$ cat config.mk
export PLATFORM = sky130hd
export DESIGN_NAME = stable_priority_queue_core_flat
export DESIGN_NICKNAME = d
export VERILOG_FILES = /design/src/spq_pkg.sv /design/src/spq_in_if.sv /design/src/spq_out_if.sv /design/src/spq_ctrl.sv /design/src/spq_dp.sv /design/src/stable_priority_queue_core.sv /design/src/flat_wrapper.sv
export SDC_FILE = /design/constraint.sdc
export NUM_CORES = 1
export LEC_CHECK = 0
export ABC_AREA = 1
export ABC_CLOCK_PERIOD_IN_PS = 4700
export BUFFER_PORTS_ARGS = -buffer_cell sky130_fd_sc_hd__buf_2
export CAP_MARGIN = 20
export CORE_ASPECT_RATIO = 0.6
export CORE_MARGIN = 2
export CORE_UTILIZATION = 55
export CTS_CLUSTER_DIAMETER = 100
export DETAILED_ROUTE_END_ITERATION = 7
export GPL_ROUTABILITY_DRIVEN = 0
export PLACE_DENSITY = 0.71
export SLEW_MARGIN = 20
export SYNTH_ARGS = -nofsm -noshare
export SYNTH_HDL_FRONTEND = slang
export SYNTH_SLANG_ARGS = --single-unit
$ cat constraint.sdc
create_clock -name clk -period 4.7 [get_ports clk]
set_clock_uncertainty 0.05 [all_clocks]
set_input_delay 0.235 -clock clk [delete_from_list [all_inputs] [get_ports clk]]
set_output_delay 0.235 -clock clk [all_outputs]
set_load 0.02 [all_outputs]
$ cat src/spq_pkg.sv
// shared types and codes for the stable priority queue
// no dependencies
package spq_pkg;

	localparam int PRI_W = 8;
	localparam int TAG_W = 16;
	localparam int OCC_W = 5;
	localparam int STATUS_W = 2;

	// input command codes
	localparam logic CMD_ENQUEUE = 1'b0;
	localparam logic CMD_DEQUEUE = 1'b1;

	// result status codes
	localparam logic [STATUS_W-1:0] ST_OK = 2'd0;
	localparam logic [STATUS_W-1:0] ST_FULL = 2'd1;
	localparam logic [STATUS_W-1:0] ST_EMPTY = 2'd2;

	typedef enum logic [1:0] {
		OP_NONE,
		OP_PUSH,
		OP_POP
	} op_t;

	// controller to datapath
	typedef struct packed {
		op_t op;
		logic load;
		logic [STATUS_W-1:0] status;
	} dp_cmd_t;

	// datapath to controller
	typedef struct packed {
		logic full;
		logic empty;
	} dp_stat_t;

endpackage

$ cat src/spq_in_if.sv
// request channel of the stable priority queue
// depends on spq_pkg
interface spq_in_if;
	logic valid;
	logic ready;
	logic command;
	logic [spq_pkg::PRI_W-1:0] entry_priority;
	logic [spq_pkg::TAG_W-1:0] entry_tag;

	modport source (output valid, command, entry_priority, entry_tag, input ready);
	modport sink (input valid, command, entry_priority, entry_tag, output ready);
endinterface

$ cat src/spq_out_if.sv
// result channel of the stable priority queue
// depends on spq_pkg
interface spq_out_if;
	logic valid;
	logic ready;
	logic [spq_pkg::STATUS_W-1:0] status;
	logic [spq_pkg::PRI_W-1:0] out_priority;
	logic [spq_pkg::TAG_W-1:0] out_tag;
	logic now_empty;
	logic [spq_pkg::OCC_W-1:0] occupancy;

	modport source (output valid, status, out_priority, out_tag, now_empty, occupancy,
		input ready);
	modport sink (input valid, status, out_priority, out_tag, now_empty, occupancy,
		output ready);
endinterface

$ cat src/spq_ctrl.sv
// controller: request/result handshake and command issue to the datapath
// depends on spq_pkg
module spq_ctrl (
	input  logic clk,
	input  logic arst_n,
	input  logic in_valid,
	output logic in_ready,
	input  logic in_command,
	output logic out_valid,
	input  logic out_ready,
	input  spq_pkg::dp_stat_t stat,
	output spq_pkg::dp_cmd_t cmd
);

	typedef enum logic {
		S_IDLE,
		S_HOLD
	} state_t;

	state_t state_q;
	logic accept;

	// take a new request when no result waits or the waiting one leaves now
	assign in_ready = (state_q == S_IDLE) || out_ready;
	assign accept = in_valid && in_ready;
	assign out_valid = (state_q == S_HOLD);

	always_comb begin
		cmd.op = spq_pkg::OP_NONE;
		cmd.load = accept;
		cmd.status = spq_pkg::ST_OK;
		if (accept) begin
			if (in_command == spq_pkg::CMD_ENQUEUE) begin
				if (stat.full) begin
					cmd.status = spq_pkg::ST_FULL;
				end else begin
					cmd.op = spq_pkg::OP_PUSH;
				end
			end else begin
				if (stat.empty) begin
					cmd.status = spq_pkg::ST_EMPTY;
				end else begin
					cmd.op = spq_pkg::OP_POP;
				end
			end
		end
	end

	always_ff @(posedge clk or negedge arst_n) begin
		if (!arst_n) begin
			state_q <= S_IDLE;
		end else begin
			unique case (state_q)
				S_IDLE: begin
					if (accept) state_q <= S_HOLD;
				end
				S_HOLD: begin
					if (out_ready && !accept) state_q <= S_IDLE;
				end
				default: state_q <= S_IDLE;
			endcase
		end
	end

endmodule

$ cat src/spq_dp.sv
// datapath: sorted shift-register cells, fill count and result register
// depends on spq_pkg
module spq_dp #(
	parameter int CAPACITY = 16
) (
	input  logic clk,
	input  logic arst_n,
	input  spq_pkg::dp_cmd_t cmd,
	input  logic [spq_pkg::PRI_W-1:0] new_pri,
	input  logic [spq_pkg::TAG_W-1:0] new_tag,
	output spq_pkg::dp_stat_t stat,
	output logic [spq_pkg::STATUS_W-1:0] res_status,
	output logic [spq_pkg::PRI_W-1:0] res_pri,
	output logic [spq_pkg::TAG_W-1:0] res_tag,
	output logic res_empty,
	output logic [spq_pkg::OCC_W-1:0] res_occ
);

	localparam int CNT_W = $clog2(CAPACITY + 1);

	logic [spq_pkg::PRI_W-1:0] pri_q [CAPACITY];
	logic [spq_pkg::TAG_W-1:0] tag_q [CAPACITY];
	logic [CNT_W-1:0] count_q;
	logic [CNT_W-1:0] count_next;
	logic [CAPACITY-1:0] ins;

	logic [spq_pkg::STATUS_W-1:0] res_status_q;
	logic [spq_pkg::PRI_W-1:0] res_pri_q;
	logic [spq_pkg::TAG_W-1:0] res_tag_q;
	logic res_empty_q;
	logic [spq_pkg::OCC_W-1:0] res_occ_q;

	assign stat.full = (count_q == CNT_W'(CAPACITY));
	assign stat.empty = (count_q == '0);

	always_comb begin
		count_next = count_q;
		case (cmd.op)
			spq_pkg::OP_PUSH: count_next = count_q + CNT_W'(1);
			spq_pkg::OP_POP: count_next = count_q - CNT_W'(1);
			default: count_next = count_q;
		endcase
	end

	// a cell is at or behind the insertion point when it holds a larger key
	// or is the first free cell
	generate
		for (genvar i = 0; i < CAPACITY; i++) begin : g_cell
			assign ins[i] = ((CNT_W'(i) < count_q) && (pri_q[i] > new_pri))
				|| (CNT_W'(i) == count_q);

			always_ff @(posedge clk) begin
				if (cmd.op == spq_pkg::OP_PUSH) begin
					if (i > 0 && ins[(i > 0) ? i - 1 : 0]) begin
						pri_q[i] <= pri_q[(i > 0) ? i - 1 : 0];
						tag_q[i] <= tag_q[(i > 0) ? i - 1 : 0];
					end else if (ins[i]) begin
						pri_q[i] <= new_pri;
						tag_q[i] <= new_tag;
					end
				end else if (cmd.op == spq_pkg::OP_POP && i < CAPACITY - 1) begin
					pri_q[i] <= pri_q[(i < CAPACITY - 1) ? i + 1 : i];
					tag_q[i] <= tag_q[(i < CAPACITY - 1) ? i + 1 : i];
				end
			end
		end
	endgenerate

	always_ff @(posedge clk or negedge arst_n) begin
		if (!arst_n) begin
			count_q <= '0;
		end else begin
			count_q <= count_next;
		end
	end

	always_ff @(posedge clk) begin
		if (cmd.load) begin
			res_status_q <= cmd.status;
			res_pri_q <= (cmd.op == spq_pkg::OP_POP) ? pri_q[0] : '0;
			res_tag_q <= (cmd.op == spq_pkg::OP_POP) ? tag_q[0] : '0;
			res_empty_q <= (count_next == '0);
			res_occ_q <= spq_pkg::OCC_W'(count_next);
		end
	end

	assign res_status = res_status_q;
	assign res_pri = res_pri_q;
	assign res_tag = res_tag_q;
	assign res_empty = res_empty_q;
	assign res_occ = res_occ_q;

endmodule

$ cat src/stable_priority_queue_core.sv
// stable priority queue, top level: controller and datapath
// depends on spq_pkg, spq_in_if, spq_out_if, spq_ctrl, spq_dp
//
// A bounded queue of up to CAPACITY entries, each an 8-bit priority key and
// a 16-bit tag, kept sorted by ascending key in a row of shift-register
// cells. An enqueue slides every entry with a larger key one cell back and
// writes the new entry in front of them, so equal keys leave in arrival
// order; a dequeue returns the front cell and shifts the rest forward. Every
// request transfer yields exactly one result transfer with a status (ok,
// dropped because full, or dequeue from empty), the dequeued entry (zero
// otherwise), and the occupancy after the step. A request is executed in the
// cycle of its transfer, the result appears on the next cycle, and a new
// request is taken every cycle as long as the result side keeps up: the
// result register is the only stage, and the cell compare against the new
// key sets the cycle time. Entry storage has no reset; only the fill count
// and controller state are cleared, so the block is ready straight after reset.
module stable_priority_queue_core #(
	parameter int CAPACITY = 16
) (
	input logic clk,
	input logic arst_n,
	spq_in_if.sink req,
	spq_out_if.source rsp
);

	spq_pkg::dp_cmd_t cmd;
	spq_pkg::dp_stat_t stat;

	// handshake and status decision
	spq_ctrl u_ctrl (
		.clk        (clk),
		.arst_n     (arst_n),
		.in_valid   (req.valid),
		.in_ready   (req.ready),
		.in_command (req.command),
		.out_valid  (rsp.valid),
		.out_ready  (rsp.ready),
		.stat       (stat),
		.cmd        (cmd)
	);

	// sorted cells and result register
	spq_dp #(
		.CAPACITY (CAPACITY)
	) u_dp (
		.clk        (clk),
		.arst_n     (arst_n),
		.cmd        (cmd),
		.new_pri    (req.entry_priority),
		.new_tag    (req.entry_tag),
		.stat       (stat),
		.res_status (rsp.status),
		.res_pri    (rsp.out_priority),
		.res_tag    (rsp.out_tag),
		.res_empty  (rsp.now_empty),
		.res_occ    (rsp.occupancy)
	);

`ifndef SYNTHESIS
	// a waiting result that is not taken blocks new requests
	a_stall: assert property (@(posedge clk) disable iff (!arst_n)
		(rsp.valid && !rsp.ready) |-> !req.ready)
		else $error("request taken while result stalled");

	// an accepted request always produces a result next cycle
	a_result: assert property (@(posedge clk) disable iff (!arst_n)
		(req.valid && req.ready) |=> rsp.valid)
		else $error("accepted request gave no result");

	// non-ok results carry no entry
	a_zero: assert property (@(posedge clk) disable iff (!arst_n)
		(rsp.valid && rsp.status != spq_pkg::ST_OK) |->
		(rsp.out_priority == '0 && rsp.out_tag == '0))
		else $error("entry returned with error status");

	// a dequeue from empty leaves the queue empty
	a_empty: assert property (@(posedge clk) disable iff (!arst_n)
		(rsp.valid && rsp.status == spq_pkg::ST_EMPTY) |-> rsp.now_empty)
		else $error("empty status with entries held");

	// full status only when the queue holds its capacity
	a_full: assert property (@(posedge clk) disable iff (!arst_n)
		(rsp.valid && rsp.status == spq_pkg::ST_FULL) |->
		(rsp.occupancy == spq_pkg::OCC_W'(CAPACITY) && !rsp.now_empty))
		else $error("full status below capacity");
`endif

endmodule
$ cat src/flat_wrapper.sv
// flat-port wrapper written by rule: the top's interface ports become plain ports
module stable_priority_queue_core_flat 
#(
	parameter int CAPACITY = 16
)
  (clk, arst_n, req_valid, req_command, req_entry_priority, req_entry_tag, req_ready, rsp_valid, rsp_status, rsp_out_priority, rsp_out_tag, rsp_now_empty, rsp_occupancy, rsp_ready);
  spq_in_if req_i ();
  spq_out_if rsp_i ();
  input logic clk;
  input logic arst_n;
  input wire logic [$bits(req_i.valid)-1:0] req_valid;
  input wire logic [$bits(req_i.command)-1:0] req_command;
  input wire logic [$bits(req_i.entry_priority)-1:0] req_entry_priority;
  input wire logic [$bits(req_i.entry_tag)-1:0] req_entry_tag;
  output wire logic [$bits(req_i.ready)-1:0] req_ready;
  output wire logic [$bits(rsp_i.valid)-1:0] rsp_valid;
  output wire logic [$bits(rsp_i.status)-1:0] rsp_status;
  output wire logic [$bits(rsp_i.out_priority)-1:0] rsp_out_priority;
  output wire logic [$bits(rsp_i.out_tag)-1:0] rsp_out_tag;
  output wire logic [$bits(rsp_i.now_empty)-1:0] rsp_now_empty;
  output wire logic [$bits(rsp_i.occupancy)-1:0] rsp_occupancy;
  input wire logic [$bits(rsp_i.ready)-1:0] rsp_ready;
  assign req_i.valid = req_valid;
  assign req_i.command = req_command;
  assign req_i.entry_priority = req_entry_priority;
  assign req_i.entry_tag = req_entry_tag;
  assign req_ready = req_i.ready;
  assign rsp_valid = rsp_i.valid;
  assign rsp_status = rsp_i.status;
  assign rsp_out_priority = rsp_i.out_priority;
  assign rsp_out_tag = rsp_i.out_tag;
  assign rsp_now_empty = rsp_i.now_empty;
  assign rsp_occupancy = rsp_i.occupancy;
  assign rsp_i.ready = rsp_ready;
  stable_priority_queue_core #(.CAPACITY(CAPACITY)) u_core (.clk(clk), .arst_n(arst_n), .req(req_i), .rsp(rsp_i));
endmodule
### Yosys cells after proc, flatten, opt, wreduce, memory -nomap -nowiden

Memory sizes are Yosys's and may differ from the RTL's.
Index checks and enable logic that the tools add are counted.

* bits in registers: 38
* RAM bits: 384
* bits of input ports: 29
* output and inout port bits: 34
* memories: 2

* $add $sub $neg: 2
* order comparisons: 32
* eq/ne operators: 18
* mux-type cells: 165
* bitwise logic cells: 61
* reductions and logical operators: 38

Memories
* u_core.u_dp.tag_q: depth 16, width 16, rd ports 16, clocked after memory_dff 0, write ports 16, RTL line spq_dp.sv:22 `logic [spq_pkg::TAG_W-1:0] tag_q [CAPACITY];`
* u_core.u_dp.pri_q: depth 16, width 8, rd ports 16, clocked after memory_dff 0, write ports 16, RTL line spq_dp.sv:21 `logic [spq_pkg::PRI_W-1:0] pri_q [CAPACITY];`

Operators by type and width (number)
* $mux W16: 30
* $mux W8: 30
* $gt A8 B8 Y1: 16
* $mux W1: 98
* $or A1 B1 Y1: 60
* $eq A4 B5 Y1 const A: 8
* $lt A4 B5 Y1 const A: 8
* $eq A3 B5 Y1 const A: 4
* $lt A3 B5 Y1 const A: 4
* $logic_and A1 B1 Y1: 18
* $logic_or A1 B1 Y1: 17
* $eq A2 B5 Y1 const A: 2
* $logic_not A5 Y1: 2
* $lt A1 B5 Y1 const A: 2
* $lt A2 B5 Y1 const A: 2
* $mux W2: 5
* $pmux W5 S2: 1
* $add A5 B1 Y5 const B: 1
* $eq A1 B5 Y1 const A: 1
* $eq A5 B5 Y1 const B: 1
* $sub A5 B1 Y5 const B: 1
* $eq A2 B1 Y1 const B: 1
* $eq A2 B2 Y1 const B: 1
* $pmux W1 S2: 1
* other kinds (2): 2

### Depth between registers and ports, before layout

An unclocked memory read counts as a cell.

* depth in word-level cells: 10
* gate-level depth with buffers: 18
* depth with buffers taken out: 16

### By module

From an unflattened synthesis, not the netlist that was laid out.

* cell total of the unflattened synthesis: 3527
* area, all modules: 27435.1 µm²

By module, submodules not included
* spq_dp: times used 1, cells each 3509, area each 27337.5 µm²
* spq_ctrl: times used 1, cells each 18, area each 97.6 µm²

### Worst setup path before layout

No wires, ideal clock.

* path kind: input to register
* from: in req_entry_priority[7]
* to: mem u_core.u_dp.pri_q[2][16] (netlist name) (enable)
* data arrival time: 3162 ps
* data required time: 4238 ps
* setup slack: 1076 ps
* stages: 11
* path buffers: 2
* path through: inv_1 > clkbuf_1 > ha_1 > nand2_1 > nor2_1 > nand2_1 > nand3_1 > inv_2 > a21oi_4 > buf_2 > o211ai_1

RTL lines
* start, declared: RTL line flat_wrapper.sv:13 `input wire logic [$bits(req_i.entry_priority)-1:0] req_entry_priority;`
* end, declared: RTL line spq_dp.sv:21

==> metrics.md <==
| Metric | Value |
|---|---|
| RSZ-0062 raised after global routing | `no` |
| Commonest non-fill, non-tap cell in the layout | `nand2_1` |
| Top delay family on crit path | `buffers and inverters` |
| Crit path kind | `flip-flop to flip-flop` |
| CP peak stage delay | `between 0.5 and 0.6 ns` |
| Postcts setup bufs | `0` |
| CTS Buffer Depth | `3` |
| Number of CTS-inserted buffers | `44` |
| P per Cell Area | `a little over 500 nW/um2` |
| # DRC | `0` |
| Yosys reg bits | `422` |
| Grt ovf | `0` |
| Layout cells sized above 1 | `7.94%` |
| CP max stage cell | `buf_12` |
| Starting Density | `between 50% and 60%` |
| CP endpoint kind | `flip-flop` |
| Diode count | `0` |
| CTS tree | `done` |
| Syn_nets | `3662` |
| Synth top area cells | `edfxtp_1 45%, nand2_1 18%, nand4_1 7.1%` |
| Multi-input logic area | `around 12000 um2` |
| Syn Std Cell Area | `about 28000 um2` |
| H-tree levels | `2` |
| PortBufs | `between 60 and 70` |
| Syn. warnings | `0` |
| Starting DRT DRC Count | `about 3700` |
| Die area | `51900 um2` |
| FF-to-FF path depth | `13` |
| Die width | `between 200 and 300 um` |
| Max-cap viol count | `0` |
| Worst path cell trace | `inv_2 > ha_1 > inv_1 > nor2_1 > inv_1 > nor2_1 > nor3_1 > inv_1 > ha_4 > buf_12 > nand3_4 > nand3_1 > buf_4` |
| CP bufs+invs | `6` |
| Hold crit path type | `input pin to flip-flop` |
| Number of global-route vias before repair | `roughly 24000` |
| Die Y | `between 150 and 200 um` |
| Rows | `63` |
| Detail Placement HPWL | `~57000 um` |
| First-pass GRT wire length | `roughly 130000 um` |
| Hold slack | `0.0420 ns` |
| Post-synthesis sequential area ratio | `46.0%` |
| Slew of the pin with the lowest slew margin | `~1.1 ns` |
| Fin. Hold Viols | `0` |
| FILL cells | `between 4000 and 5000` |
| Clock-pin slew on the worst setup and hold paths | `0.06 ns` |
| P_leak | `around 0.014 uW` |
| Endpoints failing setup | `0` |
| Detailed Routing Iterations Pass 1 | `6` |
| CP most frequent cell | `inv_1` |
| Crit share post-route | `between 80% and 90%` |
| CP Data Arrival Time | `between 4 and 5 ns` |
| Final net count | `~3600` |
| Slew margin rel. | `25.6%` |
| CTS Sinks | `422` |
| Slew Limit Fails | `0` |
| Post-DP Area | `between 20000 and 30000 um2` |
| Hold path depth | `3` |
| Min Tclk post-route | `between 3 and 4 ns` |
| WL/cell | `slightly below 20 um` |
| Required @ worst endpoint | `just under 5 ns` |
| Area occupied by registers | `approximately 13000 um2` |
| Setup TNS | `0 ns` |
| Initial antenna violation count | `1` |
| Routed Wire Length | `approximately 81000 um` |
| Synth cell types | `slightly above 40` |
| Critical Path Start Type | `flip-flop` |
| DRT antenna net count | `0` |
| Clk root buf | `clkbuf_16` |
| Latest clock arrival within the worst-skew pair | `around 0.58 ns` |
| Worst Path Max Fanout | `~200` |
| VDD IR max | `~0.30 mV` |
| Vias per cell | `6.09` |
| Largest net degree at the start of global routing | `197` |
| Ports | `63` |
| Area share of the largest cell type after synthesis | `between 40% and 50%` |
| Area Overhead vs Synth | `7.40%` |
| Run status | `completed` |
| Most frequent cells in the layout | `1289 x nand2_1, 451 x inv_1, 416 x edfxtp_1` |
| Vias | `roughly 25000` |
| Worst path depth | `13` |
| Final Cell Area | `a little under 30000 um2` |
| Synth area leader | `edfxtp_1` |
| Total Routing Usage GR | `~31%` |
| Syn Inst Count | `approximately 3500` |
| Avg Cell Area, Syn | `approximately 7.9 um2` |
| Achievable frequency | `between 0.2 and 0.3 GHz` |
| Core Footprint | `49300 um2` |
==> what timing repair did <==
item	CTS	global route
hold buffers	5	0
resized for setup	0	0
endpoints found under the setup margin	0	0
endpoints found under the hold margin	8	0
==> Yosys cell counts, drive strengths merged <==
| library cell | number |
|---|---|
| edfxtp | 416 |
| clkinv | 2 |
| and2 | 3 |
| or2 | 2 |
| nand4 | 314 |
| clkbuf | 117 |
| nand2 | 1308 |
| a31o | 1 |
| ha | 135 |
| a21boi | 1 |
| inv | 463 |
| a21o | 15 |
| a22oi | 1 |
| o211ai | 5 |
| nor2 | 75 |
| dfrtp | 6 |
| o21a | 1 |
| o31ai | 1 |
| o21ai | 84 |
| nor3 | 6 |
| a21oi | 53 |
| nand3 | 369 |
| nor4 | 1 |
| buf | 119 |
==> path summary, 6_finish.rpt <==
| path | startpoint | end | slack, ns |
|---|---|---|---|
| worst max-delay path | u_core.u_dp.count_q[0] | u_core.u_dp.tag_q[4][28] | 0.73 |
| worst min-delay path | req_entry_priority[5] | u_core.u_dp.pri_q[0][5] | 0.04 |
| worst max register to register | u_core.u_dp.count_q[0] | u_core.u_dp.tag_q[4][28] | 0.73 |
| worst min register to register | u_core.u_dp.tag_q[7][29] | u_core.u_dp.tag_q[7][13] | 0.48 |
| max in group asynchronous | arst_n | u_core.u_dp.count_q[1] | 3.76 |
| min in group asynchronous | arst_n | u_core.u_dp.count_q[0] | 0.59 |
==> where the power goes <==
part	switching, uW	internal (uW)
logic	4330	1610
clock network	1580	1780
registers	537	5450
total	6440	8830
==> worst register-to-register path: cells and delay by family, from the launching register on <==
family / cells / cell delay [ns]
buf+inv: 6 / 1.40
flops: 1 / 0.45
fa+ha+maj: 2 / 0.41
simple gates: 5 / 1.31
==> kinds of logic (layout without fill, tap and decap cells) <==
family | Yosys count | count (layout) | share of synthesized area [%]
AO/OA/AOI/OAI | 162 | 162 | 3.70
adder cells (fa/ha/maj) | 135 | 135 | 6.14
buffers and inverters | 701 | 681 | 10.4
flip-flops | 422 | 422 | 46.0
AND/OR/NAND/NOR | 2078 | 2078 | 33.8
==> per-layer routing <==
| metal | wire length [um] | share of wire, % | vias up | global-route usage [%] |
|---|---|---|---|---|
| met2 | 33600 | 42 | 1440 | 45.0 |
| met3 | 8490 | 11 | 154 | 5.51 |
| met1 | 36500 | 45 | 12000 | 46.8 |
| li1 | - | - | 11500 | - |
| met5 | 10 | 0.012 | - | 0 |
| met4 | 2110 | 2.6 | 2 | 8.40 |
==> layout make-up <==
class / instances / area share, %
sequential: 422 / 42.8
clock buffer: 49 / 3.79
multi-input combinational: 2375 / 40.7
inverter: 465 / 5.94
clock inverter: 31 / 0.669
timing repair buffer: 136 / 3.35
tap: 650 / 2.75
==> stage by stage <==
| step | utilization (%) | total power [uW] | instances | worst slack (ns) |
|---|---|---|---|---|
| global route | 59.9 | 16100 | 4128 | 0.504 |
| detailed placement | 57.1 | 11800 | 4043 | 0.817 |
| floorplan | - | 10000 | 3498 | 1.08 |
| finish | 59.9 | 15300 | 4128 | 0.734 |
| CTS | 59.9 | 15100 | 4128 | 0.863 |
| global placement | 57.1 | 11500 | 4043 | 0.832 |
==> state kept, by name, summed over array words and instances (netlist names) <==
register and cells:
u_core.u_dp.res_pri 8, u_core.u_dp.res_tag 16, u_core.u_dp.tag_q 256, u_core.u_dp.count_q 5, u_core.u_dp.res_occ 5, u_core.u_dp.res_empty 1, u_core.u_ctrl.out_valid 1, u_core.u_dp.pri_q 128
u_core.u_dp.res_status 2
(Power assumes the default switching activity.)
